[src/climate_reply_reassembler_top_assert.svh]
`ifndef CLIMATE_REPLY_REASSEMBLER_TOP_ASSERT_SVH
`define CLIMATE_REPLY_REASSEMBLER_TOP_ASSERT_SVH
// Assertion helpers, clocked on clock, disabled in reset.
`define CRR_NEVER(label, cond) \
   label: assert property (@(posedge clock) disable iff (reset) !(cond)) \
      else $error("violated: never");
`define CRR_IMPLY(label, ante, cons) \
   label: assert property (@(posedge clock) disable iff (reset) (ante) |-> (cons)) \
      else $error("violated: implication");
`define CRR_NEXT(label, ante, cons) \
   label: assert property (@(posedge clock) disable iff (reset) (ante) |=> (cons)) \
      else $error("violated: next cycle");
`endif

[src/crr_pkg.sv]
package crr_pkg;
   localparam int CHUNK_BYTES_DEF   = 20;
   localparam int MESSAGE_BYTES_DEF = 256;

   localparam logic [15:0] CMD_STATUS   = 16'h0020;
   localparam logic [15:0] CMD_MODE     = 16'h0030;
   localparam logic [15:0] CMD_SETPOINT = 16'h0040;
   localparam logic [15:0] CMD_FAN      = 16'h0050;
   localparam logic [15:0] CMD_SENSOR   = 16'h0110;
   localparam logic [7:0]  ARG_A        = 8'h20;
   localparam logic [7:0]  ARG_B        = 8'h21;
   localparam logic [7:0]  ARG_T        = 8'h40;

   localparam logic [3:0] OUT_PARTIAL    = 4'd0;
   localparam logic [3:0] OUT_APPLIED    = 4'd1;
   localparam logic [3:0] OUT_OVERSIZE   = 4'd2;
   localparam logic [3:0] OUT_SHORT_CHK  = 4'd3;
   localparam logic [3:0] OUT_BAD_ID     = 4'd4;
   localparam logic [3:0] OUT_TOO_LONG   = 4'd5;
   localparam logic [3:0] OUT_SHORT_MSG  = 4'd6;
   localparam logic [3:0] OUT_BAD_ARG    = 4'd7;
   localparam logic [3:0] OUT_DISCONNECT = 4'd8;

   typedef struct packed {
      logic       func;
      logic [7:0] data_byte;
      logic       chunk_first;
      logic       chunk_last;
   } req_type;

   typedef struct packed {
      logic [3:0]  outcome;
      logic [15:0] command_word;
      logic [2:0]  climate_mode;
      logic [1:0]  fan_speed;
      logic        fan_known;
      logic [15:0] setpoint_high;
      logic        high_known;
      logic [15:0] setpoint_low;
      logic        low_known;
      logic [7:0]  room_temperature;
      logic        room_known;
   } rsp_type;
endpackage

[src/climate_reply_reassembler_top.sv]
// Climate reply reassembler. Takes one chunk byte per request (or a
// disconnect) and answers each chunk-closing byte and each disconnect with
// one status response carrying the outcome and the published climate values.
// A byte that does not close a chunk is taken in idle and gives no response.
// A closing byte runs a small sequencer over one shared byte fetch from two
// RAMs with one write and one registered read port each (chunk buffer,
// message buffer): checks, a read and a write per payload byte copied into
// the message buffer, and when a message completes a walk of its arguments:
// a start and the fetch of the command word, then per argument its id and
// length plus the value bytes read (at most two, first match only), and a
// finish. A whole message in one id-0 chunk is walked without the copy. The
// request side is not ready from the closing byte until the response is
// taken. A disconnect's response is valid in the cycle after it is taken.
`include "climate_reply_reassembler_top_assert.svh"

module climate_reply_reassembler_top #(
   parameter int CHUNK_BYTES   = crr_pkg::CHUNK_BYTES_DEF,
   parameter int MESSAGE_BYTES = crr_pkg::MESSAGE_BYTES_DEF
) (
   input  logic             clock,
   input  logic             reset,
   input  logic             req_valid,
   output logic             req_ready,
   input  crr_pkg::req_type req_data,
   output logic             rsp_valid,
   input  logic             rsp_ready,
   output crr_pkg::rsp_type rsp_data
);
   import crr_pkg::*;

   localparam int CNT_W  = $clog2(CHUNK_BYTES + 2);
   localparam int CA_W   = $clog2(CHUNK_BYTES);
   localparam int MA_W   = $clog2(MESSAGE_BYTES);
   localparam int FILL_W = $clog2(MESSAGE_BYTES + CHUNK_BYTES);

   // sequencer states
   localparam logic [3:0] S_IDLE    = 4'd0;
   localparam logic [3:0] S_TAKE    = 4'd1;
   localparam logic [3:0] S_COPY_RD = 4'd2;
   localparam logic [3:0] S_COPY_WR = 4'd3;
   localparam logic [3:0] S_FIN     = 4'd4;
   localparam logic [3:0] S_PSTART  = 4'd5;
   localparam logic [3:0] S_PRD     = 4'd6;
   localparam logic [3:0] S_PDATA   = 4'd7;
   localparam logic [3:0] S_CHK     = 4'd8;
   localparam logic [3:0] S_APPLY   = 4'd9;
   localparam logic [3:0] S_OUT     = 4'd10;

   // which byte the parser is fetching
   localparam logic [2:0] T_WHI  = 3'd0;
   localparam logic [2:0] T_WLO  = 3'd1;
   localparam logic [2:0] T_AID  = 3'd2;
   localparam logic [2:0] T_ALEN = 3'd3;
   localparam logic [2:0] T_V0   = 3'd4;
   localparam logic [2:0] T_V1   = 3'd5;

   logic [3:0]        state_ff, state_in;
   logic [CNT_W-1:0]  count_ff, count_in;
   logic [7:0]        id_ff, id_in, b1_ff, b1_in;
   logic [FILL_W-1:0] fill_ff, fill_in;
   logic [7:0]        next_ff, next_in;
   logic [7:0]        mlen_ff, mlen_in;
   logic [CA_W-1:0]   k_ff, k_in;
   logic              src_msg_ff, src_msg_in;
   logic [7:0]        n_ff, n_in;
   logic [7:0]        ptr_ff, ptr_in;
   logic [2:0]        tag_ff, tag_in;
   logic [7:0]        aid_ff, aid_in, alen_ff, alen_in;
   logic [15:0]       word_ff, word_in;
   logic              fa_ff, fa_in, fb_ff, fb_in, ft_ff, ft_in;
   logic [7:0]        la_ff, la_in, lb_ff, lb_in, lt_ff, lt_in;
   logic [7:0]        va0_ff, va0_in, va1_ff, va1_in;
   logic [7:0]        vb0_ff, vb0_in, vb1_ff, vb1_in, vt0_ff, vt0_in;
   logic [2:0]        hit_ff, hit_in;
   logic              on_ff, on_in;
   logic [7:0]        code_ff, code_in;
   logic [2:0]        mode_ff, mode_in;
   logic [2:0]        fan_ff, fan_in;
   logic [16:0]       high_ff, high_in, low_ff, low_in;
   logic [8:0]        room_ff, room_in;
   logic [3:0]        outc_ff, outc_in;
   logic [15:0]       cw_ff, cw_in;

   logic              c_we, m_we;
   logic [CA_W-1:0]   c_waddr, c_raddr;
   logic [MA_W-1:0]   m_waddr, m_raddr;
   logic [7:0]        c_wdata, c_rdata, m_wdata, m_rdata;

   logic              accept;
   logic [CNT_W-1:0]  cnt0, s_len;
   logic [FILL_W-1:0] pos, nf, fill_t;
   logic [7:0]        next_t;
   logic [9:0]        c_ra_full, m_ra_full, arg_end, chk_end;
   logic [7:0]        fetched;
   logic              is_v1;
   logic              new_on;
   logic [7:0]        new_code, fan_v;
   logic              fan_f;
   logic [7:0]        fan_l;
   logic              end_parse;

   crr_ram #(.WIDTH(8), .DEPTH(CHUNK_BYTES)) u_chunk_ram (
      .clock(clock), .we(c_we), .waddr(c_waddr), .wdata(c_wdata),
      .raddr(c_raddr), .rdata(c_rdata)
   );

   crr_ram #(.WIDTH(8), .DEPTH(MESSAGE_BYTES)) u_msg_ram (
      .clock(clock), .we(m_we), .waddr(m_waddr), .wdata(m_wdata),
      .raddr(m_raddr), .rdata(m_rdata)
   );

   assign accept    = req_valid && req_ready;
   assign req_ready = (state_ff == S_IDLE);
   assign rsp_valid = (state_ff == S_OUT);

   // shared byte fetch address: chunk payload starts one past the id
   assign is_v1     = (tag_ff == T_V1);
   assign m_ra_full = 10'(ptr_ff) + 10'(is_v1);
   assign c_ra_full = (state_ff == S_COPY_RD) ? 10'(k_ff) + 10'd1 : m_ra_full + 10'd1;
   assign c_raddr   = c_ra_full[CA_W-1:0];
   assign m_raddr   = m_ra_full[MA_W-1:0];
   assign fetched   = src_msg_ff ? m_rdata : c_rdata;

   assign s_len   = count_ff - CNT_W'(1);
   assign pos     = fill_ff + FILL_W'(k_ff);
   assign nf      = fill_ff + FILL_W'(n_ff);
   assign arg_end = 10'(ptr_ff) + 10'(fetched);
   assign chk_end = 10'(ptr_ff) + 10'd2;

   // fan query picks its argument by the unit's mode code
   always_comb begin
      fan_f = 1'b0;
      fan_l = 8'd0;
      fan_v = 8'd0;
      case (code_ff)
         8'd0, 8'd2, 8'd3: begin
            fan_f = fa_ff; fan_l = la_ff; fan_v = va0_ff;
         end
         8'd4: begin
            fan_f = fb_ff; fan_l = lb_ff; fan_v = vb0_ff;
         end
         default: begin
            fan_f = 1'b0;
         end
      endcase
   end

   always_comb begin
      state_in   = state_ff;
      count_in   = count_ff;
      id_in      = id_ff;
      b1_in      = b1_ff;
      fill_in    = fill_ff;
      next_in    = next_ff;
      mlen_in    = mlen_ff;
      k_in       = k_ff;
      src_msg_in = src_msg_ff;
      n_in       = n_ff;
      ptr_in     = ptr_ff;
      tag_in     = tag_ff;
      aid_in     = aid_ff;
      alen_in    = alen_ff;
      word_in    = word_ff;
      fa_in = fa_ff; fb_in = fb_ff; ft_in = ft_ff;
      la_in = la_ff; lb_in = lb_ff; lt_in = lt_ff;
      va0_in = va0_ff; va1_in = va1_ff; vb0_in = vb0_ff; vb1_in = vb1_ff;
      vt0_in = vt0_ff;
      hit_in  = hit_ff;
      on_in   = on_ff;
      code_in = code_ff;
      mode_in = mode_ff;
      fan_in  = fan_ff;
      high_in = high_ff;
      low_in  = low_ff;
      room_in = room_ff;
      outc_in = outc_ff;
      cw_in   = cw_ff;
      c_we    = 1'b0;
      c_waddr = '0;
      c_wdata = req_data.data_byte;
      m_we    = 1'b0;
      m_waddr = pos[MA_W-1:0];
      m_wdata = c_rdata;
      cnt0    = '0;
      fill_t  = fill_ff;
      next_t  = next_ff;
      new_on  = on_ff;
      new_code = code_ff;
      end_parse = 1'b0;

      case (state_ff)
         S_IDLE: begin
            if (accept && req_data.func) begin
               count_in = '0;
               fill_in  = '0;
               next_in  = '0;
               mode_in  = '0;
               fan_in   = '0;
               high_in  = '0;
               low_in   = '0;
               room_in  = '0;
               outc_in  = OUT_DISCONNECT;
               state_in = S_OUT;
            end else if (accept) begin
               cnt0 = req_data.chunk_first ? '0 : count_ff;
               if (cnt0 < CNT_W'(CHUNK_BYTES)) begin
                  c_we     = 1'b1;
                  c_waddr  = cnt0[CA_W-1:0];
                  count_in = cnt0 + CNT_W'(1);
                  if (cnt0 == '0) id_in = req_data.data_byte;
                  if (cnt0 == CNT_W'(1)) b1_in = req_data.data_byte;
               end else begin
                  count_in = CNT_W'(CHUNK_BYTES + 1);
               end
               if (req_data.chunk_last) state_in = S_TAKE;
            end
         end
         S_TAKE: begin
            count_in = '0;
            n_in     = 8'(s_len);
            k_in     = '0;
            if (count_ff > CNT_W'(CHUNK_BYTES)) begin
               outc_in  = OUT_OVERSIZE;
               state_in = S_OUT;
            end else if (count_ff < CNT_W'(2)) begin
               outc_in  = OUT_SHORT_CHK;
               state_in = S_OUT;
            end else if (id_ff == 8'd0 && 8'(s_len) == b1_ff) begin
               // whole message in one chunk
               src_msg_in = 1'b0;
               state_in   = S_PSTART;
            end else begin
               if (id_ff != next_ff) begin
                  fill_t = '0;
                  next_t = '0;
               end
               if (id_ff == 8'd0) fill_t = '0;
               fill_in = fill_t;
               next_in = next_t;
               if (id_ff != next_ff && id_ff != 8'd0) begin
                  outc_in  = OUT_BAD_ID;
                  state_in = S_OUT;
               end else begin
                  state_in = S_COPY_RD;
               end
            end
         end
         S_COPY_RD: begin
            state_in = S_COPY_WR;
         end
         S_COPY_WR: begin
            if (pos < FILL_W'(MESSAGE_BYTES)) begin
               m_we = 1'b1;
               if (pos == '0) mlen_in = c_rdata;
            end
            if (8'(k_ff) == n_ff - 8'd1) begin
               state_in = S_FIN;
            end else begin
               k_in     = k_ff + CA_W'(1);
               state_in = S_COPY_RD;
            end
         end
         S_FIN: begin
            next_in = next_ff + 8'd1;
            if (nf > FILL_W'(MESSAGE_BYTES) || nf > FILL_W'(mlen_ff)) begin
               fill_in  = '0;
               next_in  = '0;
               outc_in  = OUT_TOO_LONG;
               state_in = S_OUT;
            end else begin
               fill_in = nf;
               if (nf == FILL_W'(mlen_ff)) begin
                  src_msg_in = 1'b1;
                  n_in       = mlen_ff;
                  state_in   = S_PSTART;
               end else begin
                  outc_in  = OUT_PARTIAL;
                  state_in = S_OUT;
               end
            end
         end
         S_PSTART: begin
            fa_in = 1'b0; fb_in = 1'b0; ft_in = 1'b0;
            if (n_ff < 8'd4) begin
               outc_in   = OUT_SHORT_MSG;
               end_parse = 1'b1;
            end else begin
               ptr_in   = 8'd2;
               tag_in   = T_WHI;
               state_in = S_PRD;
            end
         end
         S_PRD: begin
            state_in = S_PDATA;
         end
         S_PDATA: begin
            state_in = S_PRD;
            case (tag_ff)
               T_WHI: begin
                  word_in[15:8] = fetched;
                  ptr_in = 8'd3;
                  tag_in = T_WLO;
               end
               T_WLO: begin
                  word_in[7:0] = fetched;
                  ptr_in   = 8'd4;
                  state_in = S_CHK;
               end
               T_AID: begin
                  aid_in = fetched;
                  ptr_in = ptr_ff + 8'd1;
                  tag_in = T_ALEN;
               end
               T_ALEN: begin
                  alen_in = fetched;
                  ptr_in  = ptr_ff + 8'd1;
                  hit_in  = '0;
                  if (arg_end + 10'd1 > 10'(n_ff)) begin
                     outc_in   = OUT_BAD_ARG;
                     end_parse = 1'b1;
                  end else begin
                     // first argument of each id wins
                     if (aid_ff == ARG_A && !fa_ff) begin
                        fa_in = 1'b1; la_in = fetched; hit_in = 3'b001;
                     end
                     if (aid_ff == ARG_B && !fb_ff) begin
                        fb_in = 1'b1; lb_in = fetched; hit_in = 3'b010;
                     end
                     if (aid_ff == ARG_T && !ft_ff) begin
                        ft_in = 1'b1; lt_in = fetched; hit_in = 3'b100;
                     end
                     if (hit_in != 3'b000 && fetched != 8'd0) begin
                        tag_in = T_V0;
                     end else begin
                        ptr_in   = 8'(arg_end + 10'd1);
                        state_in = S_CHK;
                     end
                  end
               end
               T_V0: begin
                  if (hit_ff[0]) va0_in = fetched;
                  if (hit_ff[1]) vb0_in = fetched;
                  if (hit_ff[2]) vt0_in = fetched;
                  if (alen_ff >= 8'd2) begin
                     tag_in = T_V1;
                  end else begin
                     ptr_in   = ptr_ff + alen_ff;
                     state_in = S_CHK;
                  end
               end
               T_V1: begin
                  if (hit_ff[0]) va1_in = fetched;
                  if (hit_ff[1]) vb1_in = fetched;
                  ptr_in   = ptr_ff + alen_ff;
                  state_in = S_CHK;
               end
               default: begin
                  state_in = S_CHK;
               end
            endcase
         end
         S_CHK: begin
            if (chk_end <= 10'(n_ff)) begin
               tag_in   = T_AID;
               state_in = S_PRD;
            end else begin
               state_in = S_APPLY;
            end
         end
         S_APPLY: begin
            outc_in   = OUT_APPLIED;
            cw_in     = word_ff;
            end_parse = 1'b1;
            if (word_ff == CMD_STATUS || word_ff == CMD_MODE) begin
               if (fa_ff && la_ff == 8'd1) begin
                  if (word_ff == CMD_STATUS) new_on = (va0_ff == 8'd1);
                  else new_code = va0_ff;
                  on_in   = new_on;
                  code_in = new_code;
                  if (!new_on) begin
                     mode_in = 3'd0;
                  end else if (new_code <= 8'd4) begin
                     mode_in = 3'(new_code) + 3'd1;
                  end
               end
            end else if (word_ff == CMD_SETPOINT) begin
               if (fa_ff && la_ff == 8'd2) high_in = {1'b1, va0_ff, va1_ff};
               if (fb_ff && lb_ff == 8'd2) low_in = {1'b1, vb0_ff, vb1_ff};
            end else if (word_ff == CMD_FAN) begin
               if (fan_f && fan_l == 8'd1) begin
                  if (fan_v == 8'd0) fan_in = 3'b100;
                  else if (fan_v == 8'd1) fan_in = 3'b101;
                  else if (fan_v <= 8'd4) fan_in = 3'b110;
                  else if (fan_v == 8'd5) fan_in = 3'b111;
               end
            end else if (word_ff == CMD_SENSOR) begin
               if (ft_ff && lt_ff == 8'd1) room_in = {1'b1, vt0_ff};
            end
         end
         S_OUT: begin
            if (rsp_ready) state_in = S_IDLE;
         end
         default: begin
            state_in = S_IDLE;
         end
      endcase

      // a completed message clears the partial message; a one-chunk one keeps it
      if (end_parse) begin
         state_in = S_OUT;
         if (src_msg_ff) begin
            fill_in = '0;
            next_in = '0;
         end
      end
   end

   always_ff @(posedge clock) begin
      if (reset) begin
         state_ff <= S_IDLE;
         count_ff <= '0;
         fill_ff  <= '0;
         next_ff  <= '0;
         on_ff    <= 1'b0;
         code_ff  <= '0;
         mode_ff  <= '0;
         fan_ff   <= '0;
         high_ff  <= '0;
         low_ff   <= '0;
         room_ff  <= '0;
      end else begin
         state_ff <= state_in;
         count_ff <= count_in;
         fill_ff  <= fill_in;
         next_ff  <= next_in;
         on_ff    <= on_in;
         code_ff  <= code_in;
         mode_ff  <= mode_in;
         fan_ff   <= fan_in;
         high_ff  <= high_in;
         low_ff   <= low_in;
         room_ff  <= room_in;
      end
   end

   always_ff @(posedge clock) begin
      id_ff      <= id_in;
      b1_ff      <= b1_in;
      mlen_ff    <= mlen_in;
      k_ff       <= k_in;
      src_msg_ff <= src_msg_in;
      n_ff       <= n_in;
      ptr_ff     <= ptr_in;
      tag_ff     <= tag_in;
      aid_ff     <= aid_in;
      alen_ff    <= alen_in;
      word_ff    <= word_in;
      fa_ff <= fa_in; fb_ff <= fb_in; ft_ff <= ft_in;
      la_ff <= la_in; lb_ff <= lb_in; lt_ff <= lt_in;
      va0_ff <= va0_in; va1_ff <= va1_in;
      vb0_ff <= vb0_in; vb1_ff <= vb1_in; vt0_ff <= vt0_in;
      hit_ff  <= hit_in;
      outc_ff <= outc_in;
      cw_ff   <= cw_in;
   end

   // response built from held registers; nothing moves while in S_OUT
   always_comb begin
      rsp_data.outcome          = outc_ff;
      rsp_data.command_word     = (outc_ff == OUT_APPLIED) ? cw_ff : 16'd0;
      rsp_data.climate_mode     = mode_ff;
      rsp_data.fan_speed        = fan_ff[1:0];
      rsp_data.fan_known        = fan_ff[2];
      rsp_data.setpoint_high    = high_ff[15:0];
      rsp_data.high_known       = high_ff[16];
      rsp_data.setpoint_low     = low_ff[15:0];
      rsp_data.low_known        = low_ff[16];
      rsp_data.room_temperature = room_ff[7:0];
      rsp_data.room_known       = room_ff[8];
   end

   `CRR_NEVER(a_no_overlap, req_ready && rsp_valid)
   `CRR_NEXT(a_rsp_frees_req, rsp_valid && rsp_ready, req_ready)
   `CRR_IMPLY(a_fill_bound, 1'b1, fill_ff <= FILL_W'(MESSAGE_BYTES))
   `CRR_NEXT(a_disc_answers, accept && req_data.func,
      rsp_valid && rsp_data.outcome == OUT_DISCONNECT && !rsp_data.fan_known)
endmodule

[src/crr_ram.sv]
module crr_ram #(
   parameter int WIDTH = 8,
   parameter int DEPTH = 32
) (
   input  logic                     clock,
   input  logic                     we,
   input  logic [$clog2(DEPTH)-1:0] waddr,
   input  logic [WIDTH-1:0]         wdata,
   input  logic [$clog2(DEPTH)-1:0] raddr,
   output logic [WIDTH-1:0]         rdata
);
   logic [WIDTH-1:0] mem_ff [DEPTH];
   logic [WIDTH-1:0] rdata_ff;

   always_ff @(posedge clock) begin
      if (we) begin
         mem_ff[waddr] <= wdata;
      end
      rdata_ff <= mem_ff[raddr];
   end

   assign rdata = rdata_ff;
endmodule

[config.mk]
export PLATFORM = sky130hd
export DESIGN_NAME = climate_reply_reassembler_top
export DESIGN_NICKNAME = d
export VERILOG_FILES = /design/src/crr_pkg.sv /design/src/climate_reply_reassembler_top.sv /design/src/crr_ram.sv
export VERILOG_INCLUDE_DIRS = /design/src /design/src/src
export SDC_FILE = /design/constraint.sdc
export NUM_CORES = 2
export LEC_CHECK = 0
export BUFFER_PORTS_ARGS = -buffer_cell sky130_fd_sc_hd__buf_4
export CORE_MARGIN = 1.5
export CORE_UTILIZATION = 44
export CTS_BUF_LIST = sky130_fd_sc_hd__clkbuf_4 sky130_fd_sc_hd__clkbuf_8
export DETAILED_ROUTE_END_ITERATION = 8
export GPL_TIMING_DRIVEN = 0
export HOLD_SLACK_MARGIN = 0.08
export MAX_ROUTING_LAYER = met4
export PLACE_DENSITY_LB_ADDON = 0.1
export SLEW_MARGIN = 0
export SYNTH_ARGS = -nofsm -noshare
export SYNTH_HDL_FRONTEND = slang
export SYNTH_SLANG_ARGS = --single-unit
[constraint.sdc]
create_clock -name clock -period 7.4 [get_ports clock]
set_clock_uncertainty 0.15 [all_clocks]
set_input_delay 0.37 -clock clock [delete_from_list [all_inputs] [get_ports clock]]
set_output_delay 0.37 -clock clock [all_outputs]
set_load 0.02 [all_outputs]
==> reports/metrics.cfg <==
[synthesis]
synthTopCellsByArea=edfxtp_1 (72%), mux4_2 (13%), dfxtp_1 (2.0%)
yosysSeqAreaShare_pct=74.4
synth_nets=5443
synthCells=5357
synth.distinct_cells=74
synth_area_leader_cell=edfxtp_1
avgSynthCellArea_sq_um=18.4
yosysTopAreaCellShare_pct=72.4
synth_warnings=0
synth-edff-count=2379
ys.flop_type=edfxtp_1
netlist_area_sq_um=98700
synth-seq-cells=2479
synthArstFlopShare_pct=0

[timing]
finalCriticalPeriod_ns=7.15
drv_slew=11
setup_viol=0
slew-limit-headroom_pct=-6.28
tightest_slew_ns=1.59
rsz0062_at_grt=false
finalWorstSetupSlack_ns=0.249
hold_viol=0
timing.fmax_ghz=0.140
fin_crit_sh_pct=96.6

[final_layout]
finalNetCount=6014
fillers=18547
layout-drive-gt1-share_pct=24.6
syn2layout_area_growth_pct=13.9
multi_input_area_sq_um=24000
seq_area_sq_um=73500

[pwr]
power_mw=35.0
power_density_nw_per_um2=311
peakVddDrop_mv=0.250
power_leakage_nw=36.1

[clock_tree]
h-tree-depth=5
tritoncts=yes
hold_buffers=28
clkTransAtPathRegs_ns=0.06
postCtsResizedCells=0
post_cts_buffers=0
clock-sinks=2479
numCtsBuffers=422
clockBufferDepth=4
clock_latency_ns=1.09
clock_tree.root_cell=clkbuf_8

[critical_path]
cp-start-kind=flip-flop
max_stage_delay_ns=1.13
crit_arrival_ns=7.97
worstPathMaxFanout=10
path_class=flip-flop to flip-flop
slowest_stage=clkbuf_1
cp_data_required_time_ns=8.22
crit_chain=nor2b_1 -> and2_1 -> ha_1 -> ha_1 -> buf_2 -> buf_2 -> clkbuf_1 -> clkbuf_1 -> mux4_2 -> nand2_1 -> a311oi_1 -> a31oi_1 -> a32oi_1 -> o211a_1
path_buf_inv=4
critPathTopFamily=buffers and inverters
end_kind=flip-flop

[global_routing]
grt_antenna_before_repair=11
grt_max_degree=101
grt_pass1_vias=54264
grt_pass1_wl_um=419000
overflow=0
track_usage_pct=27.0

[drt]
drtIter0Drc=6575
vias_per_cell=5.90
detail-route-antenna-nets=0
wl_per_cell_um=32.5
drc=0
dr.pass1.iters=9
wirelength_um=300000
num_vias=54470

[floorplan]
coreArea_sq_um=223000
fp.dieH_um=477
die_width_um=477
die-area_sq_um=227000
pin_count=86
core.rowCount=173
start_util_pct=44.4

[place]
dp_slack_ns=0.567
portBuffers=84
gp_congestion=0.951
dp_hpwl_um=200000

[job]
drv_cap=2

[hold_path]
hold_path_class=input pin to flip-flop

[outcome]
status=complete, but fails checks
failed_checks=max-capacitance violations, max-slew violations

[state kept, by name, indices dropped and copies added (netlist names), 9 cells and up]
register	count
u_msg_ram.mem_ff	2048
low_ff	17
u_chunk_ram.mem_ff	160
high_ff	17
room_ff	9
cw_ff	16
fill_ff	9
word_ff	16
[layer usage]
metal,track usage (%),wire (um),vias up
met5,-,0,-
met4,10.7,13100,0
met3,5.48,23500,593
met2,40.7,140000,2448
met1,36.3,124000,28768
li1,-,-,22661
[Yosys cell counts (6+ instances only)]
cell	count
edfxtp_1	2379
a21oi_1	109
nor2_1	403
and3_1	30
or4_1	10
clkbuf_1	171
nand4_1	33
o211a_1	8
nor2b_1	16
a211oi_1	8
and2_1	21
a21o_1	10
mux4_2	585
or3_1	6
nand3_1	259
mux2i_1	37
nand2b_1	22
nor4_1	19
inv_1	47
xor2_1	26
o21ai_0	47
nand3b_1	9
o21bai_1	6
a22o_1	9
buf_1	15
ha_1	67
nor3b_1	9
buf_2	93
a311oi_1	15
a31oi_1	34
a22oi_1	14
nand2_1	521
o21a_1	9
or2_2	7
dfxtp_1	100
nor3_1	44
o2111ai_1	7
a32oi_1	18
mux2_2	17
xnor2_1	52
[cell type report]
class	instances	share of cell area [%]
Timing Repair Buffer	147	1.51
Multi-Input combinational cell	2546	21.4
Tap cell	2975	3.31
Clock inverter	156	0.810
Inverter	47	0.157
Clock buffer	588	6.38
Buffer	285	1.10
Sequential cell	2479	65.4
Antenna cell	6	0.0134
[cells in the final DEF (no fill, tap or decap), types with 24 or more instances in the layout]
cell and instances:
clkinv_2 39, nand3_1 259, clkbuf_8 441, clkbuf_1 153, mux2i_1 37, dfxtp_1 92
nor3_1 31, clkinv_1 99, ha_1 67, nand4_1 33, dlygate4sd3_1 28, a31oi_1 34
a21oi_1 109, and3_1 30, buf_2 95, nand2_1 521, xor2_1 24, nor2_1 403
o21ai_0 47, xnor2_1 50, clkbuf_4 147, mux4_2 585, buf_4 92, inv_1 47
edfxtp_1 2379
[tightest hold or removal path: stages]
cell,delay [ns]
dlygate4sd3_1,0.54
buf_4,0.16
clkbuf_1,0.22
nor2_1,0.14
[power by group]
group	total, mW	switching, mW	internal, mW
Combinational	5.26	3.71	1.55
Clock	12.0	5.51	6.53
Sequential	17.7	0.436	17.3
Total	35.0	9.65	25.4
[kinds of logic (layout without fill, tap and decap cells)]
family | Yosys count | in the layout | share of synthesized area [%]
flops | 2479 | 2479 | 74.4
simple gates | 1426 | 1426 | 6.42
xor+xnor | 81 | 81 | 0.754
buf+inv | 332 | 1223 | 1.41
compound gates | 329 | 329 | 2.18
mux | 639 | 639 | 13.9
fa+ha+maj | 71 | 71 | 0.930
other cells | 0 | 6 | 0
[final timing paths]
| check | from | end | slack, ns | depth (start not counted) |
|---|---|---|---|---|
| hold / removal | reset | fan_ff[2]$_SDFFE_PP0P_ | 0.23 | 4 |
| setup reg to reg | tag_ff[2]$_DFFE_PP_ | u_msg_ram.rdata[3]$_DFF_P_ | 0.25 | 14 |
| setup / recovery | tag_ff[2]$_DFFE_PP_ | u_msg_ram.rdata[3]$_DFF_P_ | 0.25 | 14 |
| hold reg to reg | high_ff[1]$_SDFFE_PP0P_ | high_ff[1]$_SDFFE_PP0P_ | 0.30 | 2 |
[metrics by stage]
| stage | util [%] | hold WS (ns) | std cells | TNS [ns] | instance area [sq um] |
|---|---|---|---|---|---|
| 2_1_floorplan | - | 0.277 | 5357 | 0 | 98700 |
| 3_3_place_gp | 46.3 | 0.285 | 8416 | -2897.02 | 103000 |
| 3_5_place_dp | 46.7 | 0.289 | 8451 | 0 | 104000 |
| 4_1_cts | 50.5 | 0.127 | 9223 | 0 | 112000 |
| 5_1_grt | 50.5 | 0.224 | 9225 | 0 | 112000 |
| 6_report | 50.5 | 0.226 | 9229 | 0 | 112000 |
(Power assumes the default switching activity.)
